$ cat config.mk
export PLATFORM = sky130hd
export DESIGN_NAME = btff_ctrl
export DESIGN_NICKNAME = d
export VERILOG_FILES = /design/src/rtl/core/boundary_tag_first_fit_allocator_macros.svh /design/src/rtl/core/btff_pkg.sv /design/src/rtl/core/btff_ctrl.sv
export SDC_FILE = /design/constraint.sdc
export NUM_CORES = 1
export LEC_CHECK = 0
export BUFFER_PORTS_ARGS = -buffer_cell sky130_fd_sc_hd__buf_2
export CAP_MARGIN = 15
export CORE_MARGIN = 5
export CORE_UTILIZATION = 25
export DETAILED_ROUTE_END_ITERATION = 8
export HOLD_SLACK_MARGIN = 0.1
export SLEW_MARGIN = 20
export SYNTH_ARGS = -nofsm -noshare
export SYNTH_HDL_FRONTEND = slang
export SYNTH_SLANG_ARGS = --single-unit
$ cat constraint.sdc
create_clock -name i_clk -period 2.8 [get_ports i_clk]
set_input_delay 0.14 -clock i_clk [delete_from_list [all_inputs] [get_ports i_clk]]
set_output_delay 0.14 -clock i_clk [all_outputs]
set_load 0.01 [all_outputs]
$ cat src/rtl/core/boundary_tag_first_fit_allocator_macros.svh
// ----------------------------------------------------------------------------
// Boundary-tag allocator assertion macros
// Shared concurrent assertion forms for the allocator RTL.
// ----------------------------------------------------------------------------
`ifndef BOUNDARY_TAG_FIRST_FIT_ALLOCATOR_MACROS_SVH
`define BOUNDARY_TAG_FIRST_FIT_ALLOCATOR_MACROS_SVH

// Same-cycle implication, checked out of reset.
`define BTFF_ASSERT_IMP(lbl, clk, rst_n, ante, cons) \
    lbl: assert property (@(posedge clk) disable iff (!rst_n) (ante) |-> (cons)) \
        else $error("allocator assertion failed");

// Next-cycle implication, checked out of reset.
`define BTFF_ASSERT_NXT(lbl, clk, rst_n, ante, cons) \
    lbl: assert property (@(posedge clk) disable iff (!rst_n) (ante) |=> (cons)) \
        else $error("allocator assertion failed");

`endif

$ cat src/rtl/core/btff_pkg.sv
// ----------------------------------------------------------------------------
// Boundary-tag allocator package
// Types, codes and widths shared by the allocator controller and datapath.
// ----------------------------------------------------------------------------
package btff_pkg;

    localparam int HEAP_WORDS_DEF = 16384;
    localparam int LEN_W          = 15;
    localparam int POS_W          = 16;
    localparam int WORD_W         = 32;

    localparam logic [1:0] CMD_ALLOC = 2'd0;
    localparam logic [1:0] CMD_FREE  = 2'd1;
    localparam logic [1:0] CMD_SIZE  = 2'd2;

    typedef struct packed {
        logic [1:0]  command;
        logic [15:0] request_bytes;
        logic [14:0] block_offset;
    } t_req;

    typedef struct packed {
        logic        status;
        logic [14:0] data_offset;
        logic [16:0] block_bytes;
    } t_rsp;

    typedef enum logic [4:0] {
        OP_NOP,
        OP_INIT,
        OP_LOAD,
        OP_RD_CUR,
        OP_SCAN,
        OP_SPLIT,
        OP_FIX,
        OP_F_HDR,
        OP_F_PREV,
        OP_RD_NEXT,
        OP_F_NEXT,
        OP_RD_FOLLOW,
        OP_RD_START,
        OP_F_START,
        OP_RES_SIZE,
        OP_RES_OK,
        OP_RES_FAIL,
        OP_RES_ZERO
    } t_dp_op;

    typedef struct packed {
        logic [1:0] cmd;
        logic       off_ok;
        logic       fit;
        logic       stop;
        logic       has_prev;
        logic       next_in;
    } t_dp_stat;

endpackage

$ cat src/rtl/core/btff_ctrl.sv
// ----------------------------------------------------------------------------
// Boundary-tag allocator controller
// Sequences header reads and writes for allocate, free and size query.
// ----------------------------------------------------------------------------
module btff_ctrl (
    input  logic               i_clk,
    input  logic               i_rst_n,
    input  logic               i_start,
    input  btff_pkg::t_dp_stat i_stat,
    output btff_pkg::t_dp_op   o_op,
    output logic               o_busy
);
    import btff_pkg::*;

    typedef enum logic [18:0] {
        ST_INIT    = 19'h00001,
        ST_IDLE    = 19'h00002,
        ST_DECODE  = 19'h00004,
        ST_A_RD    = 19'h00008,
        ST_A_CHK   = 19'h00010,
        ST_A_SPLIT = 19'h00020,
        ST_A_FIX   = 19'h00040,
        ST_F_HDR   = 19'h00080,
        ST_F_PREV  = 19'h00100,
        ST_F_NRD   = 19'h00200,
        ST_F_NEXT  = 19'h00400,
        ST_F_FRD   = 19'h00800,
        ST_F_FIX   = 19'h01000,
        ST_F_SRD   = 19'h02000,
        ST_F_SWR   = 19'h04000,
        ST_Q_CHK   = 19'h08000,
        ST_R_OK    = 19'h10000,
        ST_R_FAIL  = 19'h20000,
        ST_R_ZERO  = 19'h40000
    } t_state;

    t_state r_state, n_state;
    t_dp_op op;

    always_comb begin
        n_state = r_state;
        op      = OP_NOP;
        unique case (r_state)
            ST_INIT: begin
                op      = OP_INIT;
                n_state = ST_IDLE;
            end
            ST_IDLE: begin
                if (i_start) begin
                    op      = OP_LOAD;
                    n_state = ST_DECODE;
                end
            end
            ST_DECODE: begin
                op = OP_RD_CUR;
                unique case (i_stat.cmd)
                    CMD_ALLOC: n_state = ST_A_CHK;
                    CMD_FREE:  n_state = i_stat.off_ok ? ST_F_HDR : ST_R_ZERO;
                    CMD_SIZE:  n_state = i_stat.off_ok ? ST_Q_CHK : ST_R_ZERO;
                    default:   n_state = ST_R_ZERO;
                endcase
            end
            ST_A_RD: begin
                op      = OP_RD_CUR;
                n_state = ST_A_CHK;
            end
            ST_A_CHK: begin
                op = OP_SCAN;
                if (i_stat.fit) begin
                    n_state = ST_A_SPLIT;
                end else if (i_stat.stop) begin
                    n_state = ST_R_FAIL;
                end else begin
                    n_state = ST_A_RD;
                end
            end
            ST_A_SPLIT: begin
                op      = OP_SPLIT;
                n_state = ST_A_FIX;
            end
            ST_A_FIX: begin
                op      = OP_FIX;
                n_state = ST_R_OK;
            end
            ST_F_HDR: begin
                op      = OP_F_HDR;
                n_state = i_stat.has_prev ? ST_F_PREV : ST_F_NRD;
            end
            ST_F_PREV: begin
                op      = OP_F_PREV;
                n_state = i_stat.next_in ? ST_F_NEXT : ST_F_SRD;
            end
            ST_F_NRD: begin
                op      = OP_RD_NEXT;
                n_state = i_stat.next_in ? ST_F_NEXT : ST_F_SRD;
            end
            ST_F_NEXT: begin
                op      = OP_F_NEXT;
                n_state = ST_F_FRD;
            end
            ST_F_FRD: begin
                op      = OP_RD_FOLLOW;
                n_state = ST_F_FIX;
            end
            ST_F_FIX: begin
                op      = OP_FIX;
                n_state = ST_F_SRD;
            end
            ST_F_SRD: begin
                op      = OP_RD_START;
                n_state = ST_F_SWR;
            end
            ST_F_SWR: begin
                op      = OP_F_START;
                n_state = ST_R_ZERO;
            end
            ST_Q_CHK: begin
                op      = OP_RES_SIZE;
                n_state = ST_IDLE;
            end
            ST_R_OK: begin
                op      = OP_RES_OK;
                n_state = ST_IDLE;
            end
            ST_R_FAIL: begin
                op      = OP_RES_FAIL;
                n_state = ST_IDLE;
            end
            ST_R_ZERO: begin
                op      = OP_RES_ZERO;
                n_state = ST_IDLE;
            end
            default: begin
                op      = OP_NOP;
                n_state = ST_IDLE;
            end
        endcase
    end

    always_ff @(posedge i_clk) begin
        if (!i_rst_n) begin
            r_state <= ST_INIT;
        end else begin
            r_state <= n_state;
        end
    end

    assign o_op   = op;
    assign o_busy = (r_state != ST_IDLE);

endmodule

==> summary.txt <==
Timing
  – Fin. max-slew vios: 0
  – Crit share post-route: 0.833
  – Slew @ Worst Pin: 489 ps
  – Final setup fails: 0
  – Clock Skew: 0.353 ps
  – Fmax: 429 MHz
  – RSZ-0062 raised after global routing: no
  – Fin. Hold Viols: 0
  – Post-route setup TNS: 0 ps
  – Worst slew margin: 0.671
  – Post-route minimum period: 2330 ps
  – Final worst slack: 468 ps
  – Worst hold slack: 126 ps

Placed design
  – I/O Buffers: 15
  – # placed instances: 222
  – Placer Congestion: 0.901
  – Hpwl dp: 2.30 mm
  – Worst slack, placed: 714 ps

Worst setup path
  – CP cell instances: nor3_1, nand4_2, or4_1, nand4_1, buf_2
  – Slowest-stage cell, CP: or4_1
  – Number of cells on the critical path: 5
  – WS Path Type: reg -> out
  – Critical-path maximum fanout: 10
  – CP peak stage delay: 550 ps
  – Buf/Inv on CP: 1
  – CP Capture Type: primary output
  – Critical Path RT: 2660 ps
  – Worst-case reg-to-reg path depth: 6
  – Crit start category: register
  – WP data arrival: 2190 ps
  – Top delay family on crit path: simple AND/OR/NAND/NOR gates

Yosys
  – Post-synth EDFFs: 0
  – Distinct cells, synth: 38
  – Mapped Cells: 146
  – Post-synth ARST share: 0
  – Ys flop type: dfxtp_1
  – Mean post-synth cell area: 8.54 µm²
  – Register area share after synthesis: 0.305
  – Mapped cell area: 1250 µm²
  – Syn nets: 156
  – Syn. warnings: 0
  – Synthesized flop and latch total: 19

Global route
  – First-pass GRT wire length: 4.84 mm
  – Pin count of the biggest net entering global routing: 11
  – Initial antenna violation count: 0
  – Global Route Usage Sum: 0.0965
  – Grt ovf: 0
  – Number of global-route vias before repair: 1019

Clock tree
  – CTS buffer count: 3
  – Clk Latency, worst-skew pair: 250 ps
  – Clock slew at reported path FFs: 70 ps
  – H-tree levels: 1
  – Setup bufs post-CTS: 0
  – Clock tree root driver cell: clkbuf_8
  – Clk sinks: 19
  – CTS tree: yes
  – Post-CTS Resized: 0
  – CTS Buffer Depth: 2

Finish
  – Biggest register: r_state
  – Fin cells: 230
  – Top flop regs: r_state x19
  – Nets: 174
  – Diodes inserted: 0
  – Most common cell after layout, fill and taps aside: dfxtp_1
  – Footprint of the multi-input gates: 782 µm²
  – Layout cells sized above 1: 0.215
  – Storage cell area: 380 µm²
  – Max FFs per register: 19
  – Most frequent cells in the layout: dfxtp_1, buf_2, nor2_1
  – Area delta synth->final: 16.5%
  – # fillers: 507

Power and ir drop
  – Pwr Density: 357 nW/µm²
  – Clk pwr share: 0.356
  – Net Sw Power: 119 µW
  – P_leak: 0.000534 µW
  – Internal Power: 399 µW
  – Switching Fraction: 0.230
  – Gate power share: 0.109
  – Peak supply drop: 0.000242 V
  – Sequential share of power: 0.535

Floorplanning
  – DIE AREA: 6500 µm²
  – # IOs: 16
  – Die Ht: 80.6 µm
  – Initial Util: 0.260
  – Die X: 80.6 µm
  – Row count: 25
  – Core ar.: 4790 µm²

Route
  – Pre-antenna DRT Iters: 4
  – DR WL/cell: 12.9 µm
  – Initial DRC count: 45
  – Vias per inst: 4.98
  – Routed vias: 1146
  – DRC: 0
  – Number of antenna-violating nets in the routed design: 0
  – Routed wire length: 2.96 mm

Worst hold path
  – Hold Crit Class: in -> reg
  – Hold depth: 3

Outcome
  – Status: completed

Flow run
  – Max Cap Viol: 0
[worst reg2reg max path, stage by stage, from the launching register on]
cell	delay, ps
dfxtp_1	410
nor4_4	460
nand2_1	160
nor2_1	250
nand3_1	170
nor3_1	170
dlygate4sd3_1	560
[Yosys cell counts (2+ instances only)]
cell type,number,area (µm²)
nor3b_2,2,25.0
nand2b_1,4,25.0
o32a_1,2,20.0
or4_1,2,15.0
clkbuf_2,2,10.0
nor2_1,14,52.6
nor3_1,9,45.0
inv_1,9,33.8
o21ai_0,3,15.0
xnor2_1,8,70.1
nand3_1,3,15.0
xor2_1,2,17.5
nor4_4,4,85.1
nand3b_1,2,15.0
o31ai_2,2,25.0
buf_6,2,22.5
nor3b_1,2,15.0
o32ai_2,2,32.5
nor4_1,11,68.8
dfxtp_1,19,380
or3_1,3,18.8
nand4b_1,2,17.5
nand2_1,11,41.3
nand4_1,7,43.8
a21oi_1,5,25.0
buf_2,2,10.0
[final timing paths]
kind	from	end	slack [ps]
max	r_state[18]	o_op[1]	470
min reg2reg	r_state[6]	r_state[16]	530
max reg2reg	r_state[1]	r_state[3]	570
min	i_stat[0]	r_state[10]	130
[metrics by stage]
step	instance area, µm²	power, µW	utilization
6_report	1450	518	0.303
5_1_grt	1450	543	0.303
4_1_cts	1450	527	0.303
3_5_place_dp	1370	336	0.285
3_3_place_gp	1370	337	0.285
2_1_floorplan	1250	315	-
[routing by layer]
| metal | wire length (µm) | up-vias | GRT usage | part of all wire |
|---|---|---|---|---|
| met4 | 58 | 0 | 0.0439 | 0.020 |
| met3 | 202 | 6 | 0.0213 | 0.068 |
| met2 | 1390 | 39 | 0.152 | 0.47 |
| li1 | - | 582 | - | - |
| met1 | 1300 | 519 | 0.124 | 0.44 |
| met5 | 0 | - | 0 | 0 |
[logic make-up after synthesis]
| logic type | count (synthesis) | synth area share |
|---|---|---|
| and+or+nand+nor | 80 | 0.422 |
| DFF | 19 | 0.305 |
| AOI/OAI and AO/OA | 18 | 0.118 |
| buffers and inverters | 17 | 0.0673 |
| xor gates and xnor gates | 10 | 0.0703 |
| muxes | 1 | 0.00904 |
| adders and majority gates | 1 | 0.00803 |
[power groups by stage]
stage	clock, µW	sequential [µW]	combinational [µW]
floorplan	0	282	33.0
global placement	0	283	53.7
detailed placement	0	283	53.1
CTS	193	277	56.6
global route	204	277	62.2
finish	185	277	56.4
[timing repair]
action	in CTS	in global routing
setup endpoints to repair	0	0
hold endpoints to repair	3	0
hold buffers	4	0
[area by class of cell]
| cell class | count | area share |
|---|---|---|
| repair buffers | 20 | 0.0845 |
| flip-flops and latches | 19 | 0.262 |
| inverters | 10 | 0.0259 |
| multi-input cells | 110 | 0.539 |
| clock buffers | 4 | 0.0310 |
| well taps | 67 | 0.0578 |
Power figures use the tool's default switching activity.
